--- config.mk ---
export PLATFORM = sky130hd
export DESIGN_NAME = utf8_to_utf16_transcoder_core_flat
export DESIGN_NICKNAME = d
export VERILOG_FILES = /design/src/hw/rtl/u2u_pkg.sv /design/src/hw/rtl/u2u_if.sv /design/src/hw/rtl/utf8_to_utf16_transcoder_core.sv /design/src/hw/rtl/u2u_decoder.sv /design/src/hw/rtl/u2u_unit_queue.sv /design/src/flat_wrapper.sv
export SDC_FILE = /design/constraint.sdc
export NUM_CORES = 1
export LEC_CHECK = 0
export BUFFER_PORTS_ARGS = -buffer_cell sky130_fd_sc_hd__buf_2
export CAP_MARGIN = 20
export CORE_ASPECT_RATIO = 2
export CORE_MARGIN = 1
export CORE_UTILIZATION = 44
export CTS_BUF_LIST = sky130_fd_sc_hd__clkbuf_2
export CTS_CLUSTER_SIZE = 10
export DETAILED_ROUTE_END_ITERATION = 6
export GPL_TIMING_DRIVEN = 0
export PLACE_DENSITY = 0.73
export RECOVER_POWER = 50
export SYNTH_ARGS = -nofsm -noshare
export SYNTH_HDL_FRONTEND = slang
export SYNTH_SLANG_ARGS = --single-unit
--- constraint.sdc ---
create_clock -name clk -period 4.66 [get_ports clk]
set_input_delay 0.932 -clock clk [delete_from_list [all_inputs] [get_ports clk]]
set_output_delay 0.932 -clock clk [all_outputs]
set_load 0.02 [all_outputs]
--- src/hw/rtl/u2u_pkg.sv ---
// ----------------------------------------------------------------------------
// UTF-8 to UTF-16 transcoder package
// Shared types and constants for the decoder, the unit queue and the top level.
// ----------------------------------------------------------------------------
package u2u_pkg;

  // Field widths of one request and one result.
  localparam int unsigned BYTE_W  = 8;
  localparam int unsigned AFTER_W = 2;
  localparam int unsigned UNIT_W  = 16;
  localparam int unsigned CP_W    = 21;

  // Byte classification masks and patterns.
  localparam logic [7:0] CONT_MASK  = 8'hC0;
  localparam logic [7:0] CONT_PAT   = 8'h80;
  localparam logic [7:0] LEAD2_MASK = 8'hE0;
  localparam logic [7:0] LEAD2_PAT  = 8'hC0;
  localparam logic [7:0] LEAD3_MASK = 8'hF0;
  localparam logic [7:0] LEAD3_PAT  = 8'hE0;
  localparam logic [7:0] LEAD4_MASK = 8'hF8;
  localparam logic [7:0] LEAD4_PAT  = 8'hF0;

  // Surrogate pair construction.
  localparam logic [CP_W-1:0]   SUPP_BASE = 21'h10000;
  localparam logic [UNIT_W-1:0] HI_SURR   = 16'hD800;
  localparam logic [UNIT_W-1:0] LO_SURR   = 16'hDC00;

  // Result queue sizing: two pushes per cycle need at least four slots.
  localparam int unsigned QDEPTH = 4;
  localparam int unsigned QPTR_W = $clog2(QDEPTH);
  localparam int unsigned QCNT_W = $clog2(QDEPTH + 1);

  // Decode mode, one-hot.
  typedef enum logic [2:0] {
    MODE_IDLE    = 3'b001,
    MODE_COLLECT = 3'b010,
    MODE_DISCARD = 3'b100
  } mode_t;

  // Units produced by one decoded byte.
  typedef struct packed {
    logic [1:0]        num;
    logic [UNIT_W-1:0] unit0;
    logic [UNIT_W-1:0] unit1;
  } dec_res_t;

  // One queued code unit.
  typedef struct packed {
    logic [UNIT_W-1:0] unit;
    logic              last;
  } unit_ent_t;

endpackage

--- src/hw/rtl/u2u_if.sv ---
// ----------------------------------------------------------------------------
// UTF-8 to UTF-16 transcoder channels
// Valid/ready channels for UTF-8 byte requests and UTF-16 code unit results.
// ----------------------------------------------------------------------------
interface u2u_in_if;
  logic       valid;
  logic       ready;
  logic [7:0] in_byte;
  logic [1:0] bytes_after;

  modport source (output valid, output in_byte, output bytes_after, input ready);
  modport sink   (input valid, input in_byte, input bytes_after, output ready);
endinterface

interface u2u_out_if;
  logic        valid;
  logic        ready;
  logic [15:0] code_unit;
  logic        unit_last;

  modport source (output valid, output code_unit, output unit_last, input ready);
  modport sink   (input valid, input code_unit, input unit_last, output ready);
endinterface

--- src/hw/rtl/utf8_to_utf16_transcoder_core.sv ---
// ----------------------------------------------------------------------------
// UTF-8 to UTF-16 transcoder core
// Decodes a UTF-8 byte stream into UTF-16 code units and surrogate pairs.
// ----------------------------------------------------------------------------
// The core takes one UTF-8 byte per cycle with the count of string bytes that
// follow it, and returns the UTF-16 code units each byte completes, with
// unit_last set on the final unit of that byte. A byte is registered at its
// request and decoded from the input register; once the queue has room, its
// units are written to the queue and appear on the result channel from its
// head. Units leave through a four-entry queue at one unit per cycle while
// the result channel is ready; a surrogate pair takes two result units, which
// the preceding continuation bytes cover, so a steady stream runs at one byte
// per cycle. Input stalls only when the queue has room for under two units.
module utf8_to_utf16_transcoder_core (
  input  logic       clk,
  input  logic       rst_n,
  u2u_in_if.sink     in_ch,
  u2u_out_if.source  out_ch
);
  import u2u_pkg::*;

  logic              in_valid_r;
  logic [7:0]        in_byte_r;
  logic [1:0]        in_after_r;
  logic              room;
  logic              step;
  dec_res_t          res;

  // The input register advances when it is empty or the queue can absorb a pair.
  assign step        = in_valid_r && room;
  assign in_ch.ready = !in_valid_r || room;

  // Input register.
  always_ff @(posedge clk) begin
    if (!rst_n) begin
      in_valid_r <= 1'b0;
    end else if (in_ch.ready) begin
      in_valid_r <= in_ch.valid;
    end
  end

  always_ff @(posedge clk) begin
    if (in_ch.ready && in_ch.valid) begin
      in_byte_r  <= in_ch.in_byte;
      in_after_r <= in_ch.bytes_after;
    end
  end

  // Decode step.
  u2u_decoder u_decoder (
    .clk      (clk),
    .rst_n    (rst_n),
    .step     (step),
    .byte_in  (in_byte_r),
    .after_in (in_after_r),
    .res      (res)
  );

  // Result queue.
  u2u_unit_queue u_queue (
    .clk    (clk),
    .rst_n  (rst_n),
    .push   (step),
    .res    (res),
    .room   (room),
    .out_ch (out_ch)
  );

endmodule

--- src/hw/rtl/u2u_decoder.sv ---
// ----------------------------------------------------------------------------
// UTF-8 decoder step
// Holds the decode state and turns one byte into zero, one or two code units.
// ----------------------------------------------------------------------------
module u2u_decoder (
  input  logic                    clk,
  input  logic                    rst_n,
  input  logic                    step,
  input  logic [7:0]              byte_in,
  input  logic [1:0]              after_in,
  output u2u_pkg::dec_res_t       res
);
  import u2u_pkg::*;

  mode_t             mode_r, mode_nxt;
  logic [1:0]        pend_r, pend_nxt;
  logic [CP_W-1:0]   acc_r, acc_nxt;

  logic [CP_W-1:0]   cont_acc;
  logic [1:0]        pend_dec;
  logic [CP_W-1:0]   emit_cp;
  logic [CP_W-1:0]   supp;
  logic              do_emit;
  logic [1:0]        extra;
  logic [CP_W-1:0]   lead_cp;
  logic              lead_ok;

  // Continuation byte folded into the accumulator.
  assign cont_acc = {acc_r[CP_W-7:0], byte_in[5:0]};
  assign pend_dec = pend_r - 2'd1;

  // Lead byte classification.
  always_comb begin
    lead_ok = 1'b1;
    extra   = 2'd0;
    lead_cp = '0;
    if ((byte_in & LEAD2_MASK) == LEAD2_PAT) begin
      extra   = 2'd1;
      lead_cp = {{(CP_W-5){1'b0}}, byte_in[4:0]};
    end else if ((byte_in & LEAD3_MASK) == LEAD3_PAT) begin
      extra   = 2'd2;
      lead_cp = {{(CP_W-4){1'b0}}, byte_in[3:0]};
    end else if ((byte_in & LEAD4_MASK) == LEAD4_PAT) begin
      extra   = 2'd3;
      lead_cp = {{(CP_W-3){1'b0}}, byte_in[2:0]};
    end else begin
      lead_ok = 1'b0;
    end
  end

  // State update and result selection for one byte.
  always_comb begin
    mode_nxt  = mode_r;
    pend_nxt  = pend_r;
    acc_nxt   = acc_r;
    do_emit   = 1'b0;
    res.num   = 2'd0;
    res.unit0 = {8'h00, byte_in};
    res.unit1 = '0;
    case (mode_r)
      MODE_DISCARD: begin
        if (after_in == 2'd0) begin
          mode_nxt = MODE_IDLE;
        end
      end
      MODE_COLLECT: begin
        if ((byte_in & CONT_MASK) != CONT_PAT) begin
          mode_nxt = MODE_IDLE;
          pend_nxt = 2'd0;
        end else begin
          acc_nxt  = cont_acc;
          pend_nxt = pend_dec;
          if (pend_dec == 2'd0) begin
            mode_nxt = MODE_IDLE;
            do_emit  = 1'b1;
          end else if (after_in == 2'd0) begin
            mode_nxt = MODE_IDLE;
            pend_nxt = 2'd0;
          end
        end
      end
      default: begin
        mode_nxt = MODE_IDLE;
        if (!byte_in[7]) begin
          res.num = 2'd1;
        end else if (lead_ok) begin
          if (extra > after_in) begin
            if (after_in != 2'd0) begin
              mode_nxt = MODE_DISCARD;
            end
            pend_nxt = 2'd0;
          end else begin
            mode_nxt = MODE_COLLECT;
            pend_nxt = extra;
            acc_nxt  = lead_cp;
          end
        end
      end
    endcase

    // A finished code point: one unit, or a surrogate pair above the BMP.
    if (do_emit) begin
      if (emit_cp[CP_W-1:UNIT_W] == '0) begin
        res.num   = 2'd1;
        res.unit0 = emit_cp[UNIT_W-1:0];
      end else begin
        res.num   = 2'd2;
        res.unit0 = HI_SURR + {5'd0, supp[CP_W-1:10]};
        res.unit1 = LO_SURR | {6'd0, supp[9:0]};
      end
    end
  end

  assign emit_cp = cont_acc;
  assign supp    = emit_cp - SUPP_BASE;

  // Decode state registers.
  always_ff @(posedge clk) begin
    if (!rst_n) begin
      mode_r <= MODE_IDLE;
      pend_r <= 2'd0;
      acc_r  <= '0;
    end else if (step) begin
      mode_r <= mode_nxt;
      pend_r <= pend_nxt;
      acc_r  <= acc_nxt;
    end
  end

endmodule

--- src/hw/rtl/u2u_unit_queue.sv ---
// ----------------------------------------------------------------------------
// Code unit queue
// Small queue that takes up to two code units a cycle and hands out one.
// ----------------------------------------------------------------------------
module u2u_unit_queue (
  input  logic                    clk,
  input  logic                    rst_n,
  input  logic                    push,
  input  u2u_pkg::dec_res_t       res,
  output logic                    room,
  u2u_out_if.source               out_ch
);
  import u2u_pkg::*;

  unit_ent_t           ent_r [QDEPTH];
  logic [QPTR_W-1:0]   wptr_r, wptr_nxt;
  logic [QPTR_W-1:0]   rptr_r, rptr_nxt;
  logic [QCNT_W-1:0]   cnt_r, cnt_nxt;
  logic [QPTR_W-1:0]   wptr_p1;
  logic                pop;
  logic [1:0]          npush;

  // Room for a full pair regardless of this cycle's pop.
  assign room    = cnt_r <= QCNT_W'(QDEPTH - 2);
  assign pop     = out_ch.valid && out_ch.ready;
  assign npush   = push ? res.num : 2'd0;
  assign wptr_p1 = wptr_r + QPTR_W'(1);

  assign wptr_nxt = wptr_r + QPTR_W'(npush);
  assign rptr_nxt = rptr_r + QPTR_W'(pop);
  assign cnt_nxt  = cnt_r + QCNT_W'(npush) - QCNT_W'(pop);

  // Head of the queue drives the result channel.
  assign out_ch.valid     = cnt_r != '0;
  assign out_ch.code_unit = ent_r[rptr_r].unit;
  assign out_ch.unit_last = ent_r[rptr_r].last;

  // Entry storage.
  always_ff @(posedge clk) begin
    if (npush != 2'd0) begin
      ent_r[wptr_r].unit <= res.unit0;
      ent_r[wptr_r].last <= (npush == 2'd1);
    end
    if (npush == 2'd2) begin
      ent_r[wptr_p1].unit <= res.unit1;
      ent_r[wptr_p1].last <= 1'b1;
    end
  end

  // Pointers and fill count.
  always_ff @(posedge clk) begin
    if (!rst_n) begin
      wptr_r <= '0;
      rptr_r <= '0;
      cnt_r  <= '0;
    end else begin
      wptr_r <= wptr_nxt;
      rptr_r <= rptr_nxt;
      cnt_r  <= cnt_nxt;
    end
  end

endmodule
--- src/flat_wrapper.sv ---
// flat-port wrapper written by rule: the top's interface ports become plain ports
module utf8_to_utf16_transcoder_core_flat import u2u_pkg::*;
  (clk, rst_n, in_ch_valid, in_ch_in_byte, in_ch_bytes_after, in_ch_ready, out_ch_valid, out_ch_code_unit, out_ch_unit_last, out_ch_ready);
  u2u_in_if in_ch_i ();
  u2u_out_if out_ch_i ();
  input  logic clk;
  input  logic rst_n;
  input wire logic [$bits(in_ch_i.valid)-1:0] in_ch_valid;
  input wire logic [$bits(in_ch_i.in_byte)-1:0] in_ch_in_byte;
  input wire logic [$bits(in_ch_i.bytes_after)-1:0] in_ch_bytes_after;
  output wire logic [$bits(in_ch_i.ready)-1:0] in_ch_ready;
  output wire logic [$bits(out_ch_i.valid)-1:0] out_ch_valid;
  output wire logic [$bits(out_ch_i.code_unit)-1:0] out_ch_code_unit;
  output wire logic [$bits(out_ch_i.unit_last)-1:0] out_ch_unit_last;
  input wire logic [$bits(out_ch_i.ready)-1:0] out_ch_ready;
  assign in_ch_i.valid = in_ch_valid;
  assign in_ch_i.in_byte = in_ch_in_byte;
  assign in_ch_i.bytes_after = in_ch_bytes_after;
  assign in_ch_ready = in_ch_i.ready;
  assign out_ch_valid = out_ch_i.valid;
  assign out_ch_code_unit = out_ch_i.code_unit;
  assign out_ch_unit_last = out_ch_i.unit_last;
  assign out_ch_i.ready = out_ch_ready;
  utf8_to_utf16_transcoder_core u_core (.clk(clk), .rst_n(rst_n), .in_ch(in_ch_i), .out_ch(out_ch_i));
endmodule
# ---- Yosys cells after proc, flatten, opt, wreduce, memory -nomap -nowiden
# Memories as Yosys holds them, arrays and structs flattened. A register that Yosys moved wholly into a read port is not among the register bits.
# Cells that the tools add are included.
# W data, S select, Z words.
dict set report totals {
  register_bits 38
  mem_bits_rw 68
  inputBits 14
  out_inout_bits 19
  word_cells 90
  n_memories 1
}
# name depth width rd rd_ports_with_merged_regs write_ports line
set mem_list {}
lappend mem_list {u_core.u_queue.ent_r 4 17 1 1 2 u2u_unit_queue.sv:15} ;# unit_ent_t ent_r [QDEPTH];
dict set report classes {
  add_sub_neg 8
  order_cmp 2
  n_eq_ne 10
  muxes 43
  n_bitwise 1
  n_reduce_logical 16
}
# op count
set ops {}
lappend ops {{$mux W15} 4}
lappend ops {{$mux W34} 1}
lappend ops {{$pmux W15 S2} 1}
lappend ops {{$mux W3} 8}
lappend ops {{$mux W2} 11}
lappend ops {{$sub A21 B17 Y21 const B} 1}
lappend ops {{$mux W18} 1}
lappend ops {{$add A15 B12 Y16 const A} 1}
lappend ops {{$mux W16} 1}
lappend ops {{$mux W1} 12}
lappend ops {{$reduce_bool A2 Y1} 4}
lappend ops {{$eq A3 B3 Y1 const B} 2}
lappend ops {{$pmux W3 S2} 1}
lappend ops {{$reduce_and A6 Y1} 1}
lappend ops {{$eq A5 B5 Y1 const B} 1}
lappend ops {{$logic_not A5 Y1} 1}
lappend ops {{$mux W5} 1}
lappend ops {{$eq A4 B4 Y1 const B} 1}
lappend ops {{$logic_not A2 Y1} 2}
lappend ops {{$mux W4} 1}
lappend ops {{$ne A2 B2 Y1 const B} 2}
lappend ops {{$pmux W2 S2} 1}
lappend ops {{$reduce_and A4 Y1} 1}
lappend ops {{$add A3 B2 Y3} 1}
lappend ops {{other kinds (17)} 19}

# ---- Logic depth before layout (Yosys ltp)
dict set report depth {
  ltp_word 10
  ltp_mapped 12
}

# ---- Hierarchy
# From an unflattened synthesis, not the netlist that was laid out.
dict set report unflattened {
  hier_cells 443
  area_unflattened_um2 5576.6
}
# mod instances cells_each area_per_inst_um2 seq_area_each_um2
set by_module_without_submodules {}
lappend by_module_without_submodules {u2u_unit_queue 1 234 3728.6 2142.1}
lappend by_module_without_submodules {u2u_decoder 1 193 1482.7 400.4}
lappend by_module_without_submodules {utf8_to_utf16_transcoder_core 1 16 365.4 320.3}

# ---- Worst setup path after synthesis
# OpenSTA, ideal clock, no wires.
dict set report synth_timing {
  path_type {register to register}
  start {register u_core.u_decoder.acc_r[10]}
  end {register u_core.u_queue.cnt_r[2]}
  setup_ns 0.128
  arrival_time_ns 2.504
  setup_slack_ns 2.029
  path_stages_with_launch 13
  path_buffers 1
  synth_period_minus_slack_ns 2.631
  cell_sequence {dfxtp_1 -> inv_1 -> ha_1 -> or4b_1 -> buf_2 -> o21ai_0 -> nand2_1 -> ha_1 -> inv_1 -> ha_1 -> fa_1 -> xnor2_1 -> nor2_1}
}
dict set report synth_via {
  elab_chain_len 6
}
# element line
set synth_rtl {}
lappend synth_rtl {{start: declaration} u2u_decoder.sv:17} ;# logic [CP_W-1:0] acc_r, acc_nxt;
lappend synth_rtl {{start signal: assignment} u2u_decoder.sv:126} ;# acc_r <= acc_nxt;
lappend synth_rtl {{$logic_not A5 Y1} u2u_decoder.sv:103} ;# if (emit_cp[CP_W-1:UNIT_W] == '0) begin
lappend synth_rtl {{$mux W18} u2u_decoder.sv:103}
lappend synth_rtl {{$mux W34} u2u_decoder.sv:102} ;# if (do_emit) begin
lappend synth_rtl {{$mux W2} u2u_unit_queue.sv:26} ;# assign npush = push ? res.num : 2'd0;
lappend synth_rtl {{$add A3 B2 Y3} u2u_unit_queue.sv:31} ;# assign cnt_nxt = cnt_r + QCNT_W'(npush) - QCNT_W'(pop);
lappend synth_rtl {{$sub A3 B1 Y3} u2u_unit_queue.sv:31}
lappend synth_rtl {{end signal: assignment} u2u_unit_queue.sv:59} ;# cnt_r <= cnt_nxt;
lappend synth_rtl {{end: declaration} u2u_unit_queue.sv:18} ;# logic [QCNT_W-1:0] cnt_r, cnt_nxt;
# No other way between the ends.
# A chain may end at the register's enable or synchronous reset.

==> results.py <==
metrics = {
    "status": {
        "status": "finished, final reports clean",
    },
    "final_layout": {
        "postLayoutCoreUtil_pct": 48.0,
        "drive_gt1_share_pct": 15.6,
        "syn2layout_area_growth_pct": 6.87,
        "multi_input_area_mm2": 0.00232,
        "final_area_mm2": 0.00582,
        "final-seq-area_mm2": 0.00282,
        "fillCellCount": 1182,
        "nNetsFinal": 565,
    },
    "floorplanning": {
        "dieArea_mm2": 0.0129,
        "rows": 57,
        "fp.dieH_um": 159,
        "fp.dieW_um": 80.7,
        "start_util_pct": 44.9,
        "io_pins": 33,
        "coreArea_mm2": 0.0121,
    },
    "timing": {
        "skew_ns": 0.0180,
        "tightest_slew_ns": 1.35,
        "fin_crit_ns": 3.91,
        "tns_ns": 0,
        "max_slew_margin_pct": 9.20,
        "drv_slew": 0,
        "rsz0062_at_grt": "no",
        "fmax_mhz": 256,
        "post-route-period-util_pct": 83.9,
        "setup_viol": 0,
        "hold_viol_final": 0,
    },
    "placed_design": {
        "gp_congestion": 0.974,
        "placed_area_mm2": 0.00579,
        "io_buffers": 32,
        "dp_hpwl_um": 11000,
    },
    "logic_synthesis": {
        "synth_compound_area_share_pct": 15.8,
        "yosysTopAreaCell": "edfxtp_1",
        "synth-seq-area-share_pct": 51.8,
        "yosysMostFrequentCell": "edfxtp_1",
        "syn-instance-count": 497,
        "synth_top_area_share_pct": 38.6,
        "synth_cell_type_count": 66,
        "synth_nets": 522,
        "synthTopCellsByCount": "70 x edfxtp_1, 49 x a21oi_1, 43 x nor2_1, 37 x nand2_1, 36 x dfxtp_1",
        "ys_ff_latch": 106,
        "synth-simple-area-share_pct": 15.1,
        "synth_flop_cell": "edfxtp_1",
        "synth_fa_ha_area_share_pct": 2.67,
        "synth_top_family_by_area": "compound AO/OA/AOI/OAI gates",
        "syn_area_mm2": 0.00545,
        "async_flop_share_pct": 0,
        "synthXorXnorAreaFrac_pct": 1.29,
        "synth_area_leaders": "edfxtp_1 39%, dfxtp_1 13%, mux4_2 7.0%",
        "synth_edf_count": 70,
        "postSynthAreaPerCell_um2": 11.0,
        "yosysWarningCount": 0,
        "muxShareOfSynthArea_pct": 8.52,
    },
    "global_routing": {
        "grt_max_degree": 18,
        "grt_pass1_wl_um": 22900,
        "antenna_found_initial": 1,
        "overflow": 0,
        "grt_usage_pct": 24.1,
        "grt_pass1_vias": 4295,
    },
    "detailed_routing": {
        "drt-initial-drc-count": 397,
        "post_drt_wl_per_cell_um": 20.8,
        "drtPass1Iterations": 5,
        "drc": 0,
        "antenna_left": 0,
        "viasPerCell": 6.18,
        "num_vias": 4280,
        "drt-total-wl_um": 14400,
    },
    "cts": {
        "cts_sinks": 106,
        "cts_post_setup_buffers_inserted": 0,
        "clk_latency_ns": 0.61,
        "htree_num_levels": 3,
        "clk_path_buf_depth": 2,
        "numCtsBuffers": 9,
        "cts_root_buffer": "clkbuf_2",
        "path_clk_slew_ns": 0.28,
        "cts_tree": "yes",
        "cts_resized": 0,
        "hold_buffers": 0,
    },
    "pwr": {
        "sequentialPowerShare_pct": 53.5,
        "p_per_area_mw_per_mm2": 348,
        "clockPowerShare_pct": 19.2,
        "ir_drop_mv": 0.218,
        "internal-power_mw": 1.35,
        "p_leak_nw": 2.02,
        "swShare_pct": 33.2,
        "p_switching_mw": 0.672,
        "p_comb_share_pct": 27.3,
        "total_power_mw": 2.02,
    },
    "critical_path": {
        "r2r_cells": 7,
        "path_class": "reg2reg",
        "cp.required_ns": 4.88,
        "cp-start-kind": "flip-flop",
        "reg2reg_to": "u_core.u_queue.ent_r[0][11]",
        "worstSetupEndpointType": "flip-flop",
        "crit_fanout": 15,
        "crit_arrival_ns": 4.13,
        "r2r_start": "u_core.in_byte_r[6]",
        "r2r_slack_ns": 0.75,
    },
    "worst_hold_path": {
        "hp-class": "in2reg",
        "hp-start": "in_ch_in_byte[7]",
        "whs_path_depth": 1,
        "worst_hold_path.endpoint": "u_core.in_byte_r[7]",
    },
    "job": {
        "drv_cap": 0,
    },
}
## cell usage in the layout, fill, tap and decap left out, drive strengths merged, types with 4 or more instances in the layout
cell	n
nand4	14
mux4	17
ha	10
o22ai	5
nand3	25
and3	4
a32o	10
and2	8
a211oi	4
o21ai	34
edfxtp	70
inv	24
clkbuf	33
nand2	37
buf	42
dfxtp	36
clkinv	5
xnor2	7
nor3	5
nor3b	5
mux2i	7
a21oi	52
nor2	43
## worst max path at each step
stage | from | endpoint
after floorplan | u_core.u_decoder.acc_r[10] | u_core.u_queue.cnt_r[2]
after global placement | u_core.u_decoder.acc_r[10] | u_core.u_queue.ent_r[2][9]
after detailed placement | u_core.u_decoder.acc_r[10] | u_core.u_queue.ent_r[2][9]
after CTS | u_core.u_queue.rptr_r[1] | out_ch_code_unit[10]
after global routing | u_core.in_byte_r[6] | u_core.u_queue.ent_r[0][11]
final | u_core.in_byte_r[6] | u_core.u_queue.ent_r[0][11]
## critical path, stage by stage (launching register included)
cell and delay [ns]:
edfxtp_1 0.39, clkbuf_1 0.42, nor3b_1 0.13, nand2_1 0.19, clkbuf_1 0.40, a21boi_0 0.19, o21ai_0 1.08, inv_1 0.71
## cell type report
| type | count | share of cell area, % |
|---|---|---|
| clock inverters | 6 | 0.688 |
| multi-input cells | 335 | 39.8 |
| well taps | 147 | 3.16 |
| inverters | 23 | 1.48 |
| clock buffers | 10 | 0.860 |
| repair buffers | 32 | 2.71 |
| flip-flops and latches | 106 | 48.5 |
| plain buffers | 33 | 2.71 |
| diodes | 1 | 0.0430 |
## layer usage
| layer | routed length, um | part of all wire (%) | vias to the layer above | global-route usage, % |
|---|---|---|---|---|
| met5 | 0 | 0 | - | 0 |
| met4 | 890 | 6.2 | 0 | 16.2 |
| met3 | 506 | 3.5 | 63 | 3.15 |
| met2 | 8050 | 56 | 166 | 43.6 |
| met1 | 4970 | 34 | 2096 | 24.6 |
| li1 | - | - | 1955 | - |
## metrics by stage
stage	setup slack, ns	hold WS [ns]	cells
finish	0.749	0.470	693
global placement	1.64	0.442	676
CTS	1.04	0.469	692
global route	0.539	0.450	693
floorplan	2.03	0.433	497
detailed placement	1.57	0.462	676
## power groups by stage
stage,clock (mW),sequential [mW],combinational [mW]
floorplan,0,1.09,0.414
global placement,0,1.10,0.549
detailed placement,0,1.10,0.564
CTS,0.387,1.08,0.565
global route,0.421,1.09,0.604
finish,0.388,1.08,0.552
## flip-flops by register name, indices dropped and copies added (netlist names)
| signal | cells |
|---|---|
| u_core.in_after_r | 2 |
| u_core.in_byte_r | 8 |
| u_core.in_valid_r | 1 |
| u_core.u_decoder.acc_r | 15 |
| u_core.u_decoder.mode_r | 3 |
| u_core.u_decoder.pend_r | 2 |
| u_core.u_queue.cnt_r | 3 |
| u_core.u_queue.ent_r | 68 |
| u_core.u_queue.rptr_r | 2 |
| u_core.u_queue.wptr_r | 2 |
## logic make-up after synthesis
kind of cell | Yosys count
buffers and inverters | 56
AO/OA/AOI/OAI | 132
adder cells (fa/ha/maj) | 11
AND/OR/NAND/NOR | 159
flip-flops | 106
multiplexers | 25
XOR/XNOR | 8
Note: power is estimated with default switching activity, not from simulation.
